[src/assert_macros.svh]
// assertion macros used by the rtl of the byte translator
// no dependencies; bodies are empty when SYNTHESIS is defined
`ifndef ASSERT_MACROS_SVH
`define ASSERT_MACROS_SVH

`ifndef SYNTHESIS

// property must hold at every rising clock edge outside reset
`define ASSERT_AT(lbl, clk, rstn, prop, msg) \
  lbl: assert property (@(posedge clk) disable iff (!rstn) (prop)) else $error(msg);

// expression must never be true outside reset
`define ASSERT_NEVER(lbl, clk, rstn, expr, msg) \
  lbl: assert property (@(posedge clk) disable iff (!rstn) !(expr)) else $error(msg);

`else

`define ASSERT_AT(lbl, clk, rstn, prop, msg)

`define ASSERT_NEVER(lbl, clk, rstn, expr, msg)

`endif

`endif

[src/cbt_pkg.sv]
// shared types and constants of the charset byte translator
// no dependencies
`default_nettype none

package cbt_pkg;

  localparam int unsigned TableEntries = 128;
  localparam int unsigned ByteW        = 8;
  localparam int unsigned EntryW       = 2 * ByteW;
  localparam int unsigned ModeW        = 2;
  localparam int unsigned InDataW      = 32;
  localparam int unsigned OutUserW     = 2;

  // transaction kinds on the input stream
  localparam logic OpTranslate = 1'b0;
  localparam logic OpLoad      = 1'b1;

  // mode register codes
  localparam logic [ModeW-1:0] ModePassLow = 2'd2;
  localparam logic [ModeW-1:0] ModeReset   = ModePassLow;

  localparam logic [ByteW-1:0] PrintLow    = 8'd32;
  localparam logic [ByteW-1:0] PrintHigh   = 8'd127;
  localparam logic [ByteW-1:0] UnknownMark = 8'h3F;

  // resolved outcome of one translate transaction
  typedef struct packed {
    logic             pair;
    logic             first_valid;
    logic [ByteW-1:0] first_byte;
    logic [ByteW-1:0] second_byte;
  } xlat_res_t;

endpackage

`default_nettype wire

[src/cbt_decode.sv]
// classifies a table entry (or a passed-through byte) into one or two output bytes
// depends on cbt_pkg
`default_nettype none

module cbt_decode (
  input  logic                         bypass_i,
  input  logic [cbt_pkg::ByteW-1:0]    byte_i,
  input  logic [cbt_pkg::EntryW-1:0]   entry_i,
  output cbt_pkg::xlat_res_t           res_o
);

  logic [cbt_pkg::ByteW-1:0] first_b;
  logic [cbt_pkg::ByteW-1:0] second_b;
  logic                      single;
  logic                      printable;

  assign first_b   = entry_i[cbt_pkg::EntryW-1:cbt_pkg::ByteW];
  assign second_b  = entry_i[cbt_pkg::ByteW-1:0];
  assign single    = (first_b[cbt_pkg::ByteW-1:1] == '0);
  assign printable = (first_b >= cbt_pkg::PrintLow) && (first_b <= cbt_pkg::PrintHigh) &&
                     (second_b >= cbt_pkg::PrintLow);

  always_comb begin
    res_o             = '0;
    res_o.first_valid = 1'b1;
    if (bypass_i) begin
      res_o.first_byte = byte_i;
    end else if (single) begin
      // zero replacement means the byte is dropped
      res_o.first_byte  = second_b;
      res_o.first_valid = (second_b != '0);
    end else if (printable) begin
      res_o.pair        = 1'b1;
      res_o.first_byte  = first_b;
      res_o.second_byte = second_b;
    end else begin
      res_o.first_byte = cbt_pkg::UnknownMark;
    end
  end

endmodule

`default_nettype wire

[src/charset_byte_translator.sv]
// top level of the charset byte translator: table memory, lookup stage, output register
// depends on cbt_pkg, cbt_decode and assert_macros.svh
//
// usage
//   input stream s_axis: tuser selects the transaction kind (0 translate a byte,
//   1 load one table entry), tlast marks the final byte of a text.
//   a load writes entry_index with {entry_first, entry_second} and yields nothing.
//   a translate yields one or two output transactions on m_axis; tlast marks the
//   last one belonging to that input byte, tuser[1] marks the end of the text.
//   a dropped byte yields one transaction with tuser[0] low and tdata zero.
//   cfg_we_i/cfg_wdata_i write the mode: 2 passes bytes below 128 unchanged,
//   any other value remaps every byte. write it only while the block is idle.
// pipeline
//   an accepted input byte passes the table read and lookup stage, then the output
//   register. a pair holds the lookup stage as the output register moves one result
//   per cycle while m_axis_tready is high; a single result frees it as it moves.
//   the table is one 128 x 16 memory with a registered read; a load and a later
//   translate never touch it in the same cycle, so no forwarding is needed.
// reset and stalls
//   reset clears the pipeline and sets the mode to 2; table contents stay
//   undefined until loaded, and reading an unloaded entry is not allowed.
//   when m_axis_tready is low the output register holds, the lookup stage fills
//   and s_axis_tready stays low while it is full; nothing is lost.
`default_nettype none
`include "assert_macros.svh"

module charset_byte_translator #(
  parameter int unsigned TABLE_ENTRIES = cbt_pkg::TableEntries
) (
  input  logic                            clk_i,
  input  logic                            rst_ni,

  // configuration: mode_level
  input  logic                            cfg_we_i,
  input  logic [cbt_pkg::ModeW-1:0]       cfg_wdata_i,

  // input stream
  input  logic                            s_axis_tvalid,
  output logic                            s_axis_tready,
  // [7:0] byte_in, [14:8] entry_index, [22:15] entry_first,
  // [30:23] entry_second, [31] zero
  input  logic [cbt_pkg::InDataW-1:0]     s_axis_tdata,
  input  logic                            s_axis_tuser,   // [0] operation
  input  logic                            s_axis_tlast,   // final_byte

  // output stream
  output logic                            m_axis_tvalid,
  input  logic                            m_axis_tready,
  output logic [cbt_pkg::ByteW-1:0]       m_axis_tdata,   // [7:0] byte_out
  output logic [cbt_pkg::OutUserW-1:0]    m_axis_tuser,   // [0] byte_valid, [1] text_end
  output logic                            m_axis_tlast    // run_last
);

  localparam int unsigned IdxW = $clog2(TABLE_ENTRIES);
  localparam int unsigned BW   = cbt_pkg::ByteW;

  // input field split
  logic [BW-1:0]   in_byte;
  logic [IdxW-1:0] in_widx;
  logic [BW-1:0]   in_first;
  logic [BW-1:0]   in_second;
  logic            in_acc;
  logic            load_acc;
  logic            xlat_acc;

  assign in_byte   = s_axis_tdata[7:0];
  assign in_widx   = s_axis_tdata[8 +: IdxW];
  assign in_first  = s_axis_tdata[22:15];
  assign in_second = s_axis_tdata[30:23];

  assign in_acc   = s_axis_tvalid && s_axis_tready;
  assign load_acc = in_acc && (s_axis_tuser == cbt_pkg::OpLoad);
  assign xlat_acc = in_acc && (s_axis_tuser == cbt_pkg::OpTranslate);

  // mode register
  logic [cbt_pkg::ModeW-1:0] mode_q, mode_d;

  assign mode_d = cfg_we_i ? cfg_wdata_i : mode_q;

  // translation table, either one write or one registered read per cycle
  logic [cbt_pkg::EntryW-1:0] tbl_mem [TABLE_ENTRIES];
  logic [cbt_pkg::EntryW-1:0] rdata_q;

  always_ff @(posedge clk_i) begin
    if (load_acc) begin
      tbl_mem[in_widx] <= {in_first, in_second};
    end
    if (xlat_acc) begin
      rdata_q <= tbl_mem[in_byte[IdxW-1:0]];
    end
  end

  // lookup stage: holds the byte while the table read completes
  logic          s1_valid_q, s1_valid_d;
  logic          phase_q, phase_d;     // first of a pair already sent
  logic [BW-1:0] s1_byte_q;
  logic          s1_fin_q;
  logic          s1_bypass_q;

  always_ff @(posedge clk_i) begin
    if (xlat_acc) begin
      s1_byte_q   <= in_byte;
      s1_fin_q    <= s_axis_tlast;
      s1_bypass_q <= (mode_q == cbt_pkg::ModePassLow) && !in_byte[BW-1];
    end
  end

  cbt_pkg::xlat_res_t res;

  cbt_decode u_decode (
    .bypass_i (s1_bypass_q),
    .byte_i   (s1_byte_q),
    .entry_i  (rdata_q),
    .res_o    (res)
  );

  // output register
  logic                         m_valid_q, m_valid_d;
  logic [BW-1:0]                m_data_q, m_data_d;
  logic [cbt_pkg::OutUserW-1:0] m_user_q, m_user_d;
  logic                         m_last_q, m_last_d;

  logic out_free;
  logic s1_emit;
  logic s1_done;

  assign out_free = !m_valid_q || m_axis_tready;
  assign s1_emit  = s1_valid_q && out_free;
  // the stage empties once its last result moves to the output register
  assign s1_done  = s1_emit && (phase_q || !res.pair);

  assign s_axis_tready = !s1_valid_q || s1_done;

  always_comb begin
    m_valid_d  = m_valid_q;
    m_data_d   = m_data_q;
    m_user_d   = m_user_q;
    m_last_d   = m_last_q;
    phase_d    = phase_q;
    s1_valid_d = s1_valid_q;

    if (out_free) begin
      m_valid_d = 1'b0;
    end

    if (s1_emit) begin
      m_valid_d = 1'b1;
      if (phase_q) begin
        // second byte of a pair
        m_data_d = res.second_byte;
        m_user_d = {s1_fin_q, 1'b1};
        m_last_d = 1'b1;
        phase_d  = 1'b0;
      end else begin
        m_data_d = res.first_byte;
        m_user_d = {s1_fin_q && !res.pair, res.first_valid};
        m_last_d = !res.pair;
        phase_d  = res.pair;
      end
    end

    if (s1_done) begin
      s1_valid_d = 1'b0;
    end
    if (xlat_acc) begin
      s1_valid_d = 1'b1;
    end
  end

  always_ff @(posedge clk_i or negedge rst_ni) begin
    if (!rst_ni) begin
      mode_q     <= cbt_pkg::ModeReset;
      s1_valid_q <= 1'b0;
      phase_q    <= 1'b0;
      m_valid_q  <= 1'b0;
    end else begin
      mode_q     <= mode_d;
      s1_valid_q <= s1_valid_d;
      phase_q    <= phase_d;
      m_valid_q  <= m_valid_d;
    end
  end

  always_ff @(posedge clk_i) begin
    m_data_q <= m_data_d;
    m_user_q <= m_user_d;
    m_last_q <= m_last_d;
  end

  assign m_axis_tvalid = m_valid_q;
  assign m_axis_tdata  = m_data_q;
  assign m_axis_tuser  = m_user_q;
  assign m_axis_tlast  = m_last_q;

  // a pending second byte needs a live lookup stage
  `ASSERT_NEVER(a_phase_needs_s1, clk_i, rst_ni, phase_q && !s1_valid_q,
                "pair phase set with empty lookup stage")

  // the first byte of a pair in the output register implies the second is queued
  `ASSERT_AT(a_pair_first_pending, clk_i, rst_ni, (m_valid_q && !m_last_q) |-> phase_q,
             "first byte of pair shown without pending second byte")

  // no new byte while a pair is half sent and the output is blocked
  `ASSERT_AT(a_pair_blocks_input, clk_i, rst_ni, (phase_q && !out_free) |-> !s_axis_tready,
             "input accepted while pair is stalled")

  // text end only on the last result of a byte
  `ASSERT_AT(a_end_on_last, clk_i, rst_ni, (m_valid_q && m_user_q[1]) |-> m_last_q,
             "text end on a non-final result")

  // a dropped byte always comes out as zero
  `ASSERT_AT(a_drop_zero, clk_i, rst_ni, (m_valid_q && !m_user_q[0]) |-> (m_data_q == '0),
             "dropped byte with nonzero data")

endmodule

`default_nettype wire
[config.mk]
export PLATFORM = sky130hd
export DESIGN_NAME = charset_byte_translator
export DESIGN_NICKNAME = d
export VERILOG_FILES = /design/src/cbt_pkg.sv /design/src/cbt_decode.sv /design/src/charset_byte_translator.sv
export VERILOG_INCLUDE_DIRS = /design/src /design/src/src
export SDC_FILE = /design/constraint.sdc
export NUM_CORES = 2
export LEC_CHECK = 0
export BUFFER_PORTS_ARGS = -buffer_cell sky130_fd_sc_hd__buf_2
export CAP_MARGIN = 20
export CELL_PAD_IN_SITES_DETAIL_PLACEMENT = 1
export CELL_PAD_IN_SITES_GLOBAL_PLACEMENT = 2
export CORE_MARGIN = 1
export CORE_UTILIZATION = 45
export DETAILED_ROUTE_END_ITERATION = 10
export GPL_TIMING_DRIVEN = 0
export PLACE_DENSITY_LB_ADDON = 0.1
export SYNTH_ARGS = -nofsm -noshare
export SYNTH_HDL_FRONTEND = slang
export SYNTH_SLANG_ARGS = --single-unit
[constraint.sdc]
create_clock -name clk_i -period 5.47 [get_ports clk_i]
set_clock_uncertainty 0.2 [all_clocks]
set_input_delay 1.3675 -clock clk_i [delete_from_list [all_inputs] [get_ports clk_i]]
set_output_delay 1.3675 -clock clk_i [all_outputs]
set_load 0.005 [all_outputs]
==> After elaboration in Yosys (flattened, before gate mapping) <==
Memories as Yosys holds them, arrays and structs flattened. A register that Yosys moved wholly into a read port is not among the register bits.
Index checks and enable logic that the tools add are counted.
{ "totals": {"reg_bits": 26, "mem_bits_rw": 2048, "in_bits": 41, "out_inout_bits": 13, "memories": 1} }
{ "op_classes": {"magnitude_cmp": 3, "eq_ne": 1, "n_mux": 19, "bitwise": 2, "n_reduce_logical": 21} }
{ "mem_list": {"columns": ["name", "depth", "word_bits", "rd", "rd_ports_with_merged_regs", "wr", "line", "source"], "rows": [
  ["tbl_mem", 128, 16, 1, 1, 1, "charset_byte_translator.sv:81", "logic [cbt_pkg::EntryW-1:0] tbl_mem [TABLE_ENTRIES];"]
]} }
{ "op_table": {"columns": ["operator", "n"], "rows": [
  ["$mux 8", 7],
  ["$ge 8x6->1 const B", 2],
  ["$mux 1", 10],
  ["$logic_and 1x1->1", 9],
  ["$le 8x7->1 const B", 1],
  ["$reduce_bool 8->1", 1],
  ["$logic_not 7->1", 1],
  ["$logic_not 1->1", 4],
  ["$mux 2", 2],
  ["$reduce_bool 2->1", 2],
  ["$logic_or 1x1->1", 3],
  ["$reduce_or 3->1", 1],
  ["$eq 2x2->1 const B", 1],
  ["$not 1->1", 2]
]} }

==> Longest topological paths before layout <==
{ "depth": {"word_depth": 14, "mapped_depth": 7, "depth_no_buf": 5} }

==> Cells and area by module <==
Synthesis repeated with hierarchy kept, for this count alone.
{ "hier_totals": {"hier_cells": 3177, "area_unflattened_um2": 80049.3} }
{ "by_module_without_submodules": {"columns": ["module", "instances", "cells_each", "area_per_inst_um2", "seq_area_each_um2"], "rows": [
  ["charset_byte_translator", 1, 3136, 79764.0, 62736.4],
  ["cbt_decode", 1, 41, 285.3, 0.0]
]} }

==> Worst setup path after synthesis <==
Ideal clock, no wire load.
{ "synth_path": {"path_kind": "input -> register", "startpoint": "in m_axis_tready", "endpoint": "reg rdata_q[0] (netlist name), read port of tbl_mem, enable pin", "setup_ns": 0.447, "arrival_ns": 4.055, "slack_ns": 0.768, "path_stages": 5, "n_path_buf": 1, "cell_sequence": "nand2b_1 -> nand2_1 -> o21ai_0 -> clkbuf_1 -> nor3b_1"} }
{ "synth_between": {"elab_chain_len": 6} }
{ "synth_rtl": {"columns": ["item", "line", "source"], "rows": [
  ["from (decl)", "charset_byte_translator.sv:48", "input logic m_axis_tready,"],
  ["$logic_or 1x1->1", "charset_byte_translator.sv:127", "assign out_free = !m_valid_q || m_axis_tready;"],
  ["$logic_and 1x1->1", "charset_byte_translator.sv:128", "assign s1_emit = s1_valid_q && out_free;"],
  ["$logic_and 1x1->1", "charset_byte_translator.sv:130", "assign s1_done = s1_emit && (phase_q || !res.pair);"],
  ["$logic_or 1x1->1", "charset_byte_translator.sv:132", "assign s_axis_tready = !s1_valid_q || s1_done;"],
  ["named net s_axis_tready", "charset_byte_translator.sv:39", "output logic s_axis_tready,"],
  ["$logic_and 1x1->1", "charset_byte_translator.sv:71", "assign in_acc = s_axis_tvalid && s_axis_tready;"],
  ["$logic_and 1x1->1", "charset_byte_translator.sv:73", "assign xlat_acc = in_acc && (s_axis_tuser == cbt_pkg::OpTranslate);"],
  ["to (decl)", "charset_byte_translator.sv:82", "logic [cbt_pkg::EntryW-1:0] rdata_q;"]
]} }
The timed path passes the listed nets, and every way through them passes these cells.
A chain may end at the register's enable or synchronous reset.

==> impl_results.md <==
* Outcome: complete, no violations
* Sequential share of the synthesized area at 78.57%
* Die Height at 423.2 um
* CTS Buffer Depth at 3
* Yosys warns at 0
* Setup violations, final at 0
* M1 GR Usage at 36.28%
* Area Growth Syn to Fin at 15.40%
* # Post-CTS Setup Buffers at 0
* Total number of vias at 36,690
* Post-DP HPWL at 150.9 mm
* Worst setup EP type: register
* Total grt overflow at 0
* FF-to-FF setup slack at 0.44 ns
* Drt first-iter violations at 4,017
* Post-route ant nets at 0
* Clock power share at 41.5%
* Net Sw Power at 0.007244 W
* Hold Fails Final Rpt at 0
* Met3 GRT Util at 3.890%
* Final #Nets at 3,608
* Crit start category: primary input
* Fillers at 14,950
* Max_slew headroom at 21.32%
* Netlist Area Pre-Place at 79,840 um^2
* Worst-margin pin slew at 1.169 ns
* Reg2reg end: tbl_mem[52][9]$_DFFE_PP_
* Core ar. at 176,100 um^2
* First-pass GRT wire length at 306.6 mm
* Placed insts at 5,688
* DR vias/cell at 6.026
* RSZ-0062 raised after global routing: no
* Syn avg cell area at 25.14 um^2
* Post-CTS Hold Buffers at 0
* Fin worst setup slack at 0.3956 ns
* H-tree levels at 4
* DP Area at 85,440 um^2
* Share of layout cells above drive strength 1 at 35.81%
* Met2 Use GR at 39.28%
* Final Non-Filler Cells at 6,089
* #FFs+latches synth at 2,090
* Critical path peak fanout at 10
* Pin count of the biggest net entering global routing at 97
* Gpl congestion at 0.8636
* Initial antenna violation count at 25
* Fin. max-slew vios at 0
* Routed length per instance at 36.32 um
* Static leakage at 28.24 nW
* Max-Cap Viols at 0
* CP arrival at 5.45 ns
* Global Route Usage Sum at 25.00%
* Worst path required time at 5.85 ns
* Max VDD drop at 352.8 uV
* Final core occ at 52.32%
* # port buffers at 52
* Inserted Clock Buffers at 214
* Peak Freq at 197.1 MHz
* Hold Path Class: primary input to asynchronous set/reset pin
* Clk Latency, worst-skew pair at 0.84 ns
* Period minus WS final at 5.074 ns
* Most used routing layer: met2
* Vias in the first global route at 38,280
* Logic pwr share at 5.8%
* Initial core utilization at 45.34%
* Clk slew on worst S/H paths at 0.06 ns
* CTS resizes at 0
* Clock sinks at 2,090
* Seq pwr share at 52.7%
* CTS tree: built
* # DRC at 0
* Int Power at 0.02637 W
* Pre-CTS setup slack at -0.4271 ns
* Final instance area at 92,140 um^2
* Die area at 179,100 um^2
* Cells after Synth at 3,176
* DRT Wirelength at 221.1 mm
* R2R depth at 9
* Synthesized Nets at 3,217
* Period utilisation layout at 92.77%
* Crit Path Class: primary input to register
* Reg2reg start: rdata_q[7]$_DFFE_PP_
* First-pass DRT Iterations at 5
* P per Cell Area at 364.8 nW/um^2
* Count of cell types in the netlist at 32
* Root buf cell: clkbuf_16
* Die W at 423.2 um
* Switching Share at 21.55%
* Io pins at 54
* Site Rows at 154
[critical path, stage by stage]
cell,delay (ns)
buf_2,0.12
clkbuf_1,0.33
clkbuf_1,0.87
buf_1,0.77
mux4_2,0.43
mux4_2,0.58
mux4_2,0.63
mux2_2,0.32
[metal layers]
| metal | vias up | share of wire [%] | wire length (um) |
|---|---|---|---|
| met5 | - | 0.012 | 27 |
| met4 | 4 | 3.1 | 6829 |
| met3 | 289 | 6.3 | 14020 |
| met2 | 1360 | 48 | 105600 |
| met1 | 20380 | 43 | 94670 |
| li1 | 14660 | - | - |
[cells in the mapped netlist]
library cell | count | area [um^2]
buf_4 | 2 | 15.01
clkbuf_1 | 89 | 334.1
mux4_2 | 672 | 15130
a221oi_1 | 2 | 17.52
nor3b_1 | 3 | 22.52
buf_1 | 23 | 86.33
nor3_1 | 1 | 5.000
nand2_1 | 17 | 63.81
o22ai_1 | 5 | 31.28
nand4b_1 | 4 | 35.03
o311ai_0 | 5 | 43.79
edfxtp_1 | 2085 | 62610
nand2b_1 | 7 | 43.79
o31a_1 | 5 | 43.79
a2bb2oi_1 | 1 | 8.760
dfrtp_1 | 4 | 100.1
dfstp_2 | 1 | 26.28
nor2_1 | 138 | 518.0
nand4_1 | 6 | 37.54
o21ai_0 | 5 | 25.02
a21oi_1 | 1 | 5.000
mux2i_1 | 1 | 10.01
nor4_1 | 3 | 18.77
inv_1 | 4 | 15.01
or4_1 | 1 | 7.510
nand3_1 | 8 | 40.04
mux2_2 | 18 | 202.7
nor2b_1 | 9 | 56.30
o21bai_1 | 1 | 7.510
or2_2 | 1 | 6.260
buf_2 | 52 | 260.3
and2_1 | 2 | 12.51
[metrics by stage]
step	total power [W]	hold slack, ns	TNS, ns
CTS	0.03391	0.07529	0
finish	0.03361	0.1465	0
detailed placement	0.02002	0.3018	-90.00
global route	0.03449	0.1035	0
global placement	0.01991	0.2942	-1945.48
floorplan	0.01897	0.2503	0
[power by group through the flow]
stage          clock network (W)  registers (W)  logic (W)
2_1_floorplan                  0         0.0181   0.000905
3_3_place_gp                   0         0.0181    0.00181
3_5_place_dp                   0         0.0181    0.00195
4_1_cts                   0.0142         0.0177    0.00196
5_1_grt                   0.0148         0.0177    0.00202
6_report                  0.0140         0.0177    0.00193
[placed cells by master, fill, tap and decap left out, types with 5 or more instances in the layout]
cell type,n
nand2_1,17
nand4_1,6
buf_1,23
mux2_2,18
o21ai_0,5
buf_6,22
nand2b_1,7
clkbuf_1,132
nand3_1,8
o31a_1,5
nor2_1,20
buf_4,13
buf_8,82
mux4_2,672
diode_2,7
buf_16,23
clkbuf_16,217
clkbuf_2,12
clkinv_2,44
clkinv_1,48
nor2_2,118
o22ai_1,5
buf_2,88
edfxtp_1,2085
nor2b_1,9
bufinv_16,15
inv_6,5
o311ai_0,5
[cell families (layout without fill, tap and decap cells)]
group | count (synthesis) | count (layout) | synth area share (%)
flip-flops | 2090 | 2090 | 78.57
AND/OR/NAND/NOR | 200 | 200 | 1.086
multiplexers | 691 | 691 | 19.22
buffers and inverters | 170 | 736 | 0.8901
AO/OA/AOI/OAI | 25 | 25 | 0.2288
other | 0 | 7 | 0
[state kept, by name (all words and copies together), names as in the netlist, 2 cells and up]
register,cells
rdata_q,16
tbl_mem,2048
m_axis_tdata,8
s1_byte_q,8
mode_q,2
m_axis_tuser,2
[how the worst max path moves through the flow]
stage                         startpoint                   endpoint  depth (start not counted)
finish                   s_axis_tdata[2]       rdata_q[1]$_DFFE_PP_                          8
global route        rdata_q[7]$_DFFE_PP_   tbl_mem[52][1]$_DFFE_PP_                          9
CTS                 rdata_q[7]$_DFFE_PP_   tbl_mem[52][9]$_DFFE_PP_                          9
detailed placement       s_axis_tdata[2]       rdata_q[6]$_DFFE_PP_                          8
global placement           m_axis_tready  tbl_mem[80][10]$_DFFE_PP_                          8
floorplan                  m_axis_tready       rdata_q[0]$_DFFE_PP_                          5
[area by class of cell]
| class | count | area, um^2 | area share [%] |
|---|---|---|---|
| Sequential cell | 2090 | 62740 | 68.09 |
| Multi-Input combinational cell | 916 | 16700 | 18.12 |
| Clock buffer | 272 | 5637 | 6.118 |
| Tap cell | 2340 | 2928 | 3.178 |
| Timing Repair Buffer | 175 | 2395 | 2.599 |
| Clock inverter | 119 | 1002 | 1.088 |
| Buffer | 166 | 710.7 | 0.7713 |
| Antenna cell | 7 | 17.52 | 0.01901 |
| Inverter | 4 | 15.01 | 0.01630 |
Note: power is estimated with default switching activity, not from simulation.
